### src/design/qtp_pkg.sv
// shared types and constants for the quadtree path bitmap painter
`default_nettype none
package qtp_pkg;

  localparam int unsigned MAX_SIDE  = 64;
  localparam int unsigned MAX_DEPTH = 6;
  localparam int unsigned ROW_W     = $clog2(MAX_SIDE);
  localparam int unsigned SIDE_W    = 7;
  localparam int unsigned CODE_W    = 14;
  localparam int unsigned PIX_W     = 64;
  localparam int unsigned BND_W     = 7;

  // x / 5 as (x * DIV5_MUL) >> DIV5_SHIFT, exact for x below 2**16
  localparam logic [16:0] DIV5_MUL   = 17'd52429;
  localparam int unsigned DIV5_SHIFT = 18;

  typedef enum logic [1:0] {
    CMD_CLEAR = 2'd0,
    CMD_PAINT = 2'd1,
    CMD_READ  = 2'd2
  } cmd_e;

  typedef enum logic [1:0] {
    ST_IDLE   = 2'd0,
    ST_DECODE = 2'd1,
    ST_PAINT  = 2'd2,
    ST_READ   = 2'd3
  } state_e;

  typedef enum logic [2:0] {
    DIG_NONE = 3'd0,
    DIG_TL   = 3'd1,
    DIG_TR   = 3'd2,
    DIG_BL   = 3'd3,
    DIG_BR   = 3'd4
  } digit_e;

  // one-based inclusive bounds of a rectangle
  typedef struct packed {
    logic [BND_W-1:0] lo_c;
    logic [BND_W-1:0] hi_c;
    logic [BND_W-1:0] lo_r;
    logic [BND_W-1:0] hi_r;
  } rect_t;

  typedef struct packed {
    logic  done;
    logic  empty;
    rect_t rect;
  } dec_out_t;

endpackage
`default_nettype wire

### src/design/qtp_path_decode.sv
// iterative base-5 path code decoder, one digit per cycle
`default_nettype none
module qtp_path_decode (
  input  wire logic                   clk_i,
  input  wire logic                   rst_ni,
  input  wire logic                   start_i,
  input  wire logic [qtp_pkg::CODE_W-1:0] code_i,
  input  wire logic [qtp_pkg::BND_W-1:0]  side_i,
  output qtp_pkg::dec_out_t           dec_o
);
  import qtp_pkg::*;

  logic              run_q, run_d;
  logic [CODE_W-1:0] t_q, t_d;
  rect_t             r_q, r_d;

  logic [31:0]       prod;
  logic [CODE_W-1:0] quot;
  logic [CODE_W-1:0] quot5;
  logic [2:0]        digit;
  logic [BND_W:0]    sum_c, sum_r;
  logic [BND_W-1:0]  mc, mr;

  assign prod  = 32'(t_q) * 32'(DIV5_MUL);
  assign quot  = CODE_W'(prod >> DIV5_SHIFT);
  assign quot5 = (quot << 2) + quot;
  assign digit = 3'(t_q - quot5);

  // split point (hi + lo - 1) / 2, lo is never zero
  assign sum_c = {1'b0, r_q.hi_c} + {1'b0, r_q.lo_c} - (BND_W+1)'(1);
  assign sum_r = {1'b0, r_q.hi_r} + {1'b0, r_q.lo_r} - (BND_W+1)'(1);
  assign mc    = sum_c[BND_W:1];
  assign mr    = sum_r[BND_W:1];

  always_comb begin
    run_d = run_q;
    t_d   = t_q;
    r_d   = r_q;
    if (start_i) begin
      run_d  = 1'b1;
      t_d    = code_i;
      r_d.lo_c = BND_W'(1);
      r_d.lo_r = BND_W'(1);
      r_d.hi_c = side_i;
      r_d.hi_r = side_i;
    end else if (run_q) begin
      if (t_q == '0) begin
        run_d = 1'b0;
      end else begin
        t_d = quot;
        case (digit_e'(digit))
          DIG_TL: begin
            r_d.hi_c = mc;
            r_d.hi_r = mr;
          end
          DIG_TR: begin
            r_d.lo_c = mc + BND_W'(1);
            r_d.hi_r = mr;
          end
          DIG_BL: begin
            r_d.hi_c = mc;
            r_d.lo_r = mr + BND_W'(1);
          end
          DIG_BR: begin
            r_d.lo_c = mc + BND_W'(1);
            r_d.lo_r = mr + BND_W'(1);
          end
          default: ;
        endcase
      end
    end
  end

  always_ff @(posedge clk_i or negedge rst_ni) begin
    if (!rst_ni) begin
      run_q <= 1'b0;
    end else begin
      run_q <= run_d;
    end
  end

  always_ff @(posedge clk_i) begin
    t_q <= t_d;
    r_q <= r_d;
  end

  assign dec_o.done  = run_q && (t_q == '0);
  assign dec_o.empty = (r_q.hi_c < r_q.lo_c) || (r_q.hi_r < r_q.lo_r);
  assign dec_o.rect  = r_q;

endmodule
`default_nettype wire

### src/design/quadtree_path_bitmap_painter.sv
// top level: bitmap store, paint and readout sequencer
//
// Command-driven painter for a square bitmap of up to 64 x 64 pixels held in
// a 64-word by 64-bit synchronous memory (one read and one write per cycle,
// registered read data). A word is taken when start_i is high and busy_o is
// low. Clear drops a per-row valid flag, and an invalid row reads as all
// zero, so no sweep of the memory is needed, also not after reset. Paint
// first decodes the path code one base-5 digit per cycle, then does a
// read-modify-write over the rows of the rectangle, one row per cycle through
// the memory port; busy_o stays high until the last write is done (code 0
// fills every row of the side). Readout reads one row per cycle and shows it
// on the result ports in the cycle after its read. The receiver cannot
// stall: every row is on row_index_o / row_bits_o / last_row_o for exactly
// the one cycle in which row_valid_o is high, and last_row_o marks the final
// row. A side_length above 64 acts as 64; a side of zero paints nothing and a
// readout then gives no rows. The user must write side_length through
// side_length_we_i only while the block is idle; the block does not
// enforce this.
`default_nettype none
module quadtree_path_bitmap_painter (
  input  wire logic                        clk_i,
  input  wire logic                        rst_ni,
  input  wire logic                        start_i,
  output      logic                        busy_o,
  input  wire logic [1:0]                  command_i,
  input  wire logic [qtp_pkg::CODE_W-1:0]  path_code_i,
  input  wire logic                        side_length_we_i,
  input  wire logic [qtp_pkg::SIDE_W-1:0]  side_length_i,
  output      logic                        row_valid_o,
  output      logic [qtp_pkg::ROW_W-1:0]   row_index_o,
  output      logic [qtp_pkg::PIX_W-1:0]   row_bits_o,
  output      logic                        last_row_o
);
  import qtp_pkg::*;

  // configuration
  logic [SIDE_W-1:0] side_q;
  logic [BND_W-1:0]  side_eff;

  // sequencer
  state_e            state_q, state_d;
  logic [ROW_W-1:0]  row_q, row_d;
  logic [ROW_W-1:0]  row_end_q, row_end_d;
  logic [PIX_W-1:0]  mask_q, mask_d;

  // bitmap store
  logic [PIX_W-1:0]  mem [MAX_SIDE];
  logic [MAX_SIDE-1:0] row_vld_q;
  logic [PIX_W-1:0]  rdata_q;
  logic [PIX_W-1:0]  rdata_eff;

  // read stage: what to do with the word coming out of the memory
  logic              st_paint_q, st_emit_q;
  logic [ROW_W-1:0]  st_row_q;
  logic              st_last_q;

  // sequencer outputs
  logic              accept;
  logic              rd_en;
  logic              rd_paint;
  logic              rd_emit;
  logic              rd_last;
  logic              clear_all;
  logic              dec_start;

  dec_out_t          dec;

  logic [ROW_W-1:0]  lo_sh;
  logic [ROW_W-1:0]  hi_sh;

  assign side_eff = (side_q > SIDE_W'(MAX_SIDE)) ? BND_W'(MAX_SIDE) : BND_W'(side_q);
  assign busy_o   = (state_q != ST_IDLE) || st_paint_q || st_emit_q;
  assign accept   = start_i && !busy_o;

  qtp_path_decode u_decode (
    .clk_i  (clk_i),
    .rst_ni (rst_ni),
    .start_i(dec_start),
    .code_i (path_code_i),
    .side_i (side_eff),
    .dec_o  (dec)
  );

  // column mask lo..hi, both one-based, hi >= lo >= 1 when painting
  assign lo_sh = ROW_W'(dec.rect.lo_c - BND_W'(1));
  assign hi_sh = ROW_W'(BND_W'(MAX_SIDE) - dec.rect.hi_c);

  // next state
  always_comb begin
    state_d = state_q;
    case (state_q)
      ST_IDLE: begin
        if (accept) begin
          case (command_i)
            CMD_PAINT: state_d = ST_DECODE;
            CMD_READ: begin
              if (side_eff != '0) begin
                state_d = ST_READ;
              end
            end
            default: ;
          endcase
        end
      end
      ST_DECODE: begin
        if (dec.done) begin
          state_d = dec.empty ? ST_IDLE : ST_PAINT;
        end
      end
      ST_PAINT, ST_READ: begin
        if (row_q == row_end_q) begin
          state_d = ST_IDLE;
        end
      end
      default: state_d = ST_IDLE;
    endcase
  end

  // sequencer outputs and row counter
  always_comb begin
    rd_en     = 1'b0;
    rd_paint  = 1'b0;
    rd_emit   = 1'b0;
    rd_last   = (row_q == row_end_q);
    clear_all = 1'b0;
    dec_start = 1'b0;
    row_d     = row_q;
    row_end_d = row_end_q;
    mask_d    = mask_q;
    case (state_q)
      ST_IDLE: begin
        if (accept) begin
          case (command_i)
            CMD_CLEAR: clear_all = 1'b1;
            CMD_PAINT: dec_start = 1'b1;
            CMD_READ: begin
              row_d     = '0;
              row_end_d = ROW_W'(side_eff - BND_W'(1));
            end
            default: ;
          endcase
        end
      end
      ST_DECODE: begin
        row_d     = ROW_W'(dec.rect.lo_r - BND_W'(1));
        row_end_d = ROW_W'(dec.rect.hi_r - BND_W'(1));
        mask_d    = ({PIX_W{1'b1}} << lo_sh) & ({PIX_W{1'b1}} >> hi_sh);
      end
      ST_PAINT: begin
        rd_en    = 1'b1;
        rd_paint = 1'b1;
        row_d    = row_q + ROW_W'(1);
      end
      ST_READ: begin
        rd_en   = 1'b1;
        rd_emit = 1'b1;
        row_d   = row_q + ROW_W'(1);
      end
      default: ;
    endcase
  end

  always_ff @(posedge clk_i or negedge rst_ni) begin
    if (!rst_ni) begin
      state_q    <= ST_IDLE;
      side_q     <= SIDE_W'(MAX_SIDE);
      st_paint_q <= 1'b0;
      st_emit_q  <= 1'b0;
    end else begin
      state_q    <= state_d;
      st_paint_q <= rd_paint;
      st_emit_q  <= rd_emit;
      if (side_length_we_i) begin
        side_q <= side_length_i;
      end
    end
  end

  always_ff @(posedge clk_i) begin
    row_q     <= row_d;
    row_end_q <= row_end_d;
    mask_q    <= mask_d;
    st_row_q  <= row_q;
    st_last_q <= rd_last;
  end

  // row valid flags: clear drops all, a paint write sets its row
  always_ff @(posedge clk_i or negedge rst_ni) begin
    if (!rst_ni) begin
      row_vld_q <= '0;
    end else if (clear_all) begin
      row_vld_q <= '0;
    end else if (st_paint_q) begin
      row_vld_q[st_row_q] <= 1'b1;
    end
  end

  // memory read port, registered data
  always_ff @(posedge clk_i) begin
    if (rd_en) begin
      rdata_q <= mem[row_q];
    end
  end

  // an invalid row reads as zero; rows of one paint are distinct, so the
  // read of the next row never collides with the write-back of this one
  assign rdata_eff = row_vld_q[st_row_q] ? rdata_q : '0;

  // memory write port, or the mask into the row
  always_ff @(posedge clk_i) begin
    if (st_paint_q) begin
      mem[st_row_q] <= rdata_eff | mask_q;
    end
  end

  // readout word, shown for one cycle
  assign row_valid_o = st_emit_q;
  assign row_index_o = st_row_q;
  assign row_bits_o  = rdata_eff;
  assign last_row_o  = st_last_q;

endmodule
`default_nettype wire

### config.mk
export PLATFORM = sky130hd
export DESIGN_NAME = quadtree_path_bitmap_painter
export DESIGN_NICKNAME = d
export VERILOG_FILES = /design/src/design/qtp_pkg.sv /design/src/design/qtp_path_decode.sv /design/src/design/quadtree_path_bitmap_painter.sv
export SDC_FILE = /design/constraint.sdc
export NUM_CORES = 2
export LEC_CHECK = 0
export ABC_CLOCK_PERIOD_IN_PS = 9160
export BUFFER_PORTS_ARGS = -buffer_cell sky130_fd_sc_hd__buf_2
export CAP_MARGIN = 20
export CORE_MARGIN = 3
export CORE_UTILIZATION = 35
export CTS_BUF_LIST = sky130_fd_sc_hd__clkbuf_4
export DETAILED_ROUTE_END_ITERATION = 16
export PLACE_DENSITY_LB_ADDON = 0.15
export SYNTH_ARGS = -nofsm -noshare
export SYNTH_HDL_FRONTEND = slang
export SYNTH_SLANG_ARGS = --single-unit
### constraint.sdc
create_clock -name clk_i -period 9.16 [get_ports clk_i]
set_input_delay 1.374 -clock clk_i [delete_from_list [all_inputs] [get_ports clk_i]]
set_output_delay 1.374 -clock clk_i [all_outputs]
set_load 0.02 [all_outputs]
# Word level (Yosys, flattened, before mapping)
# Memory sizes are Yosys's and may differ from the RTL's. A register that Yosys moved wholly into a read port is not among the register bits.
# Index checks and enable logic that the tools add are counted.
# word_totals
in_bits	27
n_memories	1
output_inout_bits	73
ff_bits	201
ramBits	4096
wordCells	134
# memory_table
name	words	width	rd	rd_ports_with_merged_regs	write_ports	line	source
mem	64	64	1	1	1	quadtree_path_bitmap_painter.sv:47	logic [PIX_W-1:0] mem [MAX_SIDE];
# op_classes
n_eq_ne	17
shift	2
multipliers	1
magnitude_cmp	5
n_mux	44
n_reduce_logical	30
bitwise	4
addsub	14
# ops
op	n
$mux W64	3
$or A64 B64 Y64	2
$and A64 B64 Y64	1
$shl A64 B6 Y64 const A	1
$shr A64 B6 Y64 const A	1
$mux W21	3
$mux W14	3
$mul A14 B16 Y30 const B	1
$mux W7	4
$mux W6	4
$sub A6 B1 Y6 const B	4
$pmux W6 S3	1
$add A7 B7 Y8	2
$mux W1	16
$sub A8 B1 Y8 const B	2
$reduce_and A3 Y1	5
$add A7 B1 Y7 const B	2
$logic_not A14 Y1	1
$lt A7 B7 Y1	2
$pmux W6 S2	1
$reduce_bool A2 Y1	6
$mux W2	5
$reduce_or A2 Y1	5
$gt A7 B7 Y1 const B	1
28 further kinds	41

# Depth between registers and ports, before layout
# depth
word_depth	9
ltp_mapped	31
ltp_nobuf	30

# Hierarchy
# From an unflattened synthesis, not the netlist that was laid out.
# hier_totals
cells_unflattened	8131
area_unflattened_um2	172935.9
# modules_own_cells
module	area_per_inst_um2	instances	cells_per_inst	seq_area_each_um2
quadtree_path_bitmap_painter	166324.5	1	7444	129220.2
qtp_path_decode	6611.3	1	687	1146.1

# Worst setup path after synthesis
# OpenSTA, ideal clock, no wires.
# synth_path
kind	register to register
startpoint	register u_decode.t_q[8]
endpoint	register u_decode.r_q, in the netlist u_decode.dec_o[0] (enable)
path_stages_with_launch	28
period_less_slack_ps	7237
path_buffers	0
path_slack_ps	1923
setup_ps	381
required_ps	8779
arrival_time_ps	6857
path_cell_list	edfxtp_1 inv_1 ha_1 inv_1 fa_1 fa_1 fa_1 inv_1 fa_1 inv_1 fa_1 inv_1 ha_1 and4_1 a21oi_1 o21ai_0 a41oi_4 xnor2_1 ha_1 inv_1 ha_1 nor2_1 fa_1 xnor2_1 xnor3_1 xnor3_2 nand3_1 o21ai_0
# synth_between
elab_chain_cells	7
elab_cells_between_ends	10
cone_classes	2 x add/sub; 1 x mul; 3 x eq/ne; 4 x reduce/logical
# synth_lines
element	line	source
from (decl)	qtp_path_decode.sv:14	logic [CODE_W-1:0] t_q, t_d;
from (signal assigned)	qtp_path_decode.sv:83	t_q <= t_d;
$mul A14 B16 Y30	qtp_path_decode.sv:24	assign prod = 32'(t_q) * 32'(DIV5_MUL);
$add A3 B3 Y3	qtp_path_decode.sv:26	assign quot5 = (quot << 2) + quot;
$sub A3 B3 Y3	qtp_path_decode.sv:27	assign digit = 3'(t_q - quot5);
$eq A3 B2 Y1 or $eq A3 B1 Y1 (tied branches)	qtp_path_decode.sv:51	case (digit_e'(digit))
$reduce_or A2 Y1 (no source line)	n/a	
$reduce_bool A2 Y1 (no source line)	n/a	
$reduce_and A3 Y1 (no source line) (*)	n/a	
to (signal assigned)	qtp_path_decode.sv:84	r_q <= r_d;
to (decl)	qtp_path_decode.sv:15	rect_t r_q, r_d;
# Every way passes the cells marked *; elsewhere a longest branch is shown, timed or not.
# A chain may end at the register's enable or synchronous reset.

# Final worst setup path
# layout_path
startpoint	register u_decode.t_q[8]
endpoint	register u_decode.r_q, in the netlist u_decode.dec_o[12]
# layout_between
elab_chain_cells	6
elab_cells_between_ends	9
cone_classes	2 x add/sub; 1 x mul; 2 x eq/ne; 1 x bitwise; 3 x reduce/logical
# layout_lines
element	line
$mul A14 B16 Y30	qtp_path_decode.sv:24
$add A3 B3 Y3	qtp_path_decode.sv:26
$sub A3 B3 Y3	qtp_path_decode.sv:27
$eq A3 B3 Y1 or $eq A3 B2 Y1 (tied branches)	qtp_path_decode.sv:51
$reduce_or A2 Y1 (no source line)	n/a
$reduce_and A3 Y1 (no source line) (*)	n/a
# Marked as above.

==> impl_metrics.tcl <==
set metrics [dict create \
    synth_xor_area_share_pct 0.390 \
    fin_crit_sh_pct 88.1 \
    cts_sinks 4361 \
    avgSynthCellArea_um2 23.5 \
    synth_edf_count 4264 \
    drv_cap 0 \
    synth-seq-cells 4361 \
    cts_tree "built" \
    worst_path_max_delay_cell "mux2i_2" \
    layout_setup_ws_ns 1.09 \
    vias 87300 \
    hold_ws_ns 0.283 \
    synth_flop_cell "edfxtp_1" \
    path_clk_slew_ns 0.07 \
    die_w_um 706 \
    irDropWorstVdd_mv 2.60 \
    ys_seq_area_share_pct 76.1 \
    worstSetupPathType "register to register" \
    fillerInstances 43400 \
    setup_viol 0 \
    ys_types 68 \
    worst_skew_pair.late_latency_ns 1.72 \
    yosys_warnings 0 \
    die_y_um 706 \
    cts_setup_buffers 0 \
    worst_pin_slew_ns 1.27 \
    overflow 0 \
    power.share.sequential_pct 34.8 \
    drtIter0Drc 10100 \
    synth_area_um2 171000 \
    finalHoldViolCount 0 \
    htreeDepth 7 \
    crit_fanout 14 \
    drive_gt1_share_pct 39.8 \
    fmax_mhz 124 \
    root_buffer "clkbuf_4" \
    core-area_um2 487000 \
    async_flop_share_pct 1.74 \
    hold_path_class "input pin to register" \
    yosys-top-cells-area "edfxtp_1 75%, mux4_2 18%, ha_1 1.2%, dfrtp_1 1.1%, fa_1 0.67%" \
    critPathCaptureType "register" \
    switching_share_pct 36.0 \
    regArea_um2 130000 \
    globalRouteTotalUtil_pct 22.2 \
    area_growth_pct 14.7 \
    cp_top_family "adder cells" \
    dp_hpwl_um 284000 \
    drtPass1Iterations 6 \
    intPower_mw 50.2 \
    detail-route-antenna-nets 0 \
    gp_congestion 0.803 \
    crit_buf_inv 6 \
    cp.arrival_ns 9.60 \
    dieArea_um2 498000 \
    wl_per_cell_um 34.7 \
    clk_path_buf_depth 5 \
    wl_um 550000 \
    routed_via_density 5.52 \
    fin_util_pct 40.4 \
    synth_cells 7297 \
    io_pins 100 \
    antenna_found_initial 40 \
    p_leak_nw 63.4 \
    rows 256 \
    status "completed" \
    synth_top_family_by_area "multiplexers" \
    startpoint_type "register" \
    rsz0062_at_grt "false" \
    power_density_nw_per_um2 399 \
    setup_tns_ns 0 \
    fin_skew_ns 0.149 \
    place_ws_ns 1.09 \
    p_comb_share_pct 43.7 \
    multi_input_area_um2 39500 \
    fin_crit_ns 8.07 \
    drv_slew 0 \
    cpPeakStageDelay_ns 0.69 \
    drc_errors 0 \
    initial_core_util_pct 35.2 \
    fin_nets 8852 \
    grt_first_pass_wirelength_um 754000 \
    critPathRequiredTime_ns 10.69 \
    synth_top_area_share_pct 74.7 \
    io_buffers 99 \
    synthAdderAreaFrac_pct 1.83 \
    syn_nets 7540 \
    slew-limit-headroom_pct 15.6 \
    pwr-share-clk_pct 21.5 \
    p_sw_mw 28.3 \
    grt_pass1_vias 91000 \
    synth_top_area_cell "edfxtp_1" \
    cts_inserted_buffers 1239 \
    synth.area.mux_share_pct 17.9 \
    synthSimpleGateAreaFrac_pct 1.42 \
    grt_max_degree 135 \
    synth-compound-area-share_pct 1.20 \
]
==> repair_timing <==
item / 4_1_cts / 5_1_grt
endpoints found under the hold margin: 95 / 0
hold buffers: 36 / 0
resized for setup: 0 / 0
==> cell type report <==
cell class                 count  share of cell area (%)
sequential                  4361                    66.3
multi-input combinational   2404                    20.1
clock buffer                1760                    6.72
tap                         6450                    4.11
timing repair buffer         430                    1.83
clock inverter               216                   0.556
inverter                     173                   0.330
antenna                       34                  0.0433
==> metal layers <==
layer,routed length [um],track usage [%]
met4,14100,7.41
met2,268000,35.6
met1,229000,29.9
met3,38300,5.00
met5,34,0
==> power by group through the flow <==
stage	Sequential (mW)	Clock, mW	Combinational (mW)
2_1_floorplan	27.2	0	26.7
3_3_place_gp	27.8	0	34.4
3_5_place_dp	27.7	0	34.6
4_1_cts	27.3	17.4	34.8
5_1_grt	27.3	18.5	37.2
6_report	27.3	16.9	34.3
==> logic make-up after synthesis <==
group / after synthesis
buffers and inverters: 532
xor gates and xnor gates: 73
muxes: 1370
DFF: 4361
and+or+nand+nor: 451
AOI/OAI and AO/OA: 294
adders and majority gates: 216
==> cells in the final DEF, fill, tap and decap left out, drive strengths merged, types with 9 or more instances in the layout <==
cell type	instances
mux2	13
nor2b	15
clkinv	187
and2	71
xnor2	48
a211oi	38
o21ai	40
bufinv	10
ha	159
a22o	10
inv	191
a221oi	20
edfxtp	4264
or2	67
buf	394
o21bai	9
o21a	68
nor2	136
mux4	1350
a21o	12
nor3	20
dlygate4sd3	36
fa	57
dfrtp	75
clkbuf	1760
nand3	26
xor2	23
dfxtp	21
a21oi	65
diode	34
nand2	64
nand2b	14
and3	15
==> registers in the layout, indices dropped and copies added (netlist names), 6 cells and up <==
signal,flops
mem,4096
row_q,6
side_q,7
mask_q,64
row_end_q,6
row_vld_q,64
u_decode.t_q,14
u_decode.dec_o,28
rdata_q,64
row_index_o,6
==> synthesized netlist by cell type (10+ instances only) <==
| cell type | instances |
|---|---|
| a211oi_1 | 34 |
| a21o_1 | 12 |
| a21oi_1 | 65 |
| a221oi_1 | 20 |
| a22o_1 | 10 |
| and2_1 | 11 |
| and2_4 | 60 |
| and3_1 | 15 |
| buf_1 | 90 |
| buf_2 | 14 |
| clkbuf_1 | 243 |
| dfrtp_1 | 75 |
| dfxtp_1 | 21 |
| edfxtp_1 | 4264 |
| fa_1 | 57 |
| ha_1 | 159 |
| inv_1 | 173 |
| mux2_2 | 11 |
| mux4_2 | 1350 |
| nand2_1 | 64 |
| nand2b_1 | 14 |
| nand3_1 | 26 |
| nor2_1 | 136 |
| nor2b_1 | 15 |
| nor3_1 | 20 |
| o21a_1 | 68 |
| o21ai_0 | 38 |
| or2_1 | 60 |
| xnor2_1 | 48 |
| xor2_1 | 23 |
==> metrics by stage <==
stage / instance area, um2 / cells / power, mW
floorplan: 171000 / 7297 / 53.9
global placement: 182000 / 13800 / 62.2
detailed placement: 182000 / 13800 / 62.4
CTS: 196000 / 15800 / 79.6
global route: 197000 / 15800 / 83.0
finish: 197000 / 15800 / 78.5
==> worst paths after layout <==
path | start | end | slack [ns] | cells past startpoint
setup / recovery | u_decode.t_q[8] | u_decode.dec_o[12] | 1.09 | 28
hold / removal | command_i[0] | state_q[1] | 0.28 | 4
setup reg to reg | u_decode.t_q[8] | u_decode.dec_o[12] | 1.09 | 28
hold reg to reg | row_vld_q[7] | row_vld_q[7] | 0.49 | 1
max in group asynchronous | rst_ni | row_vld_q[47] | 7.81 | 3
min in group asynchronous | rst_ni | side_q[6] | 0.29 | 2
==> worst min-delay path: cells and delay by family <==
kind,cells,cell delay (ns)
AO/OA/AOI/OAI,2,0.21
buffers and inverters,1,0.18
XOR/XNOR,1,0.15
Note: power is estimated with default switching activity, not from simulation.
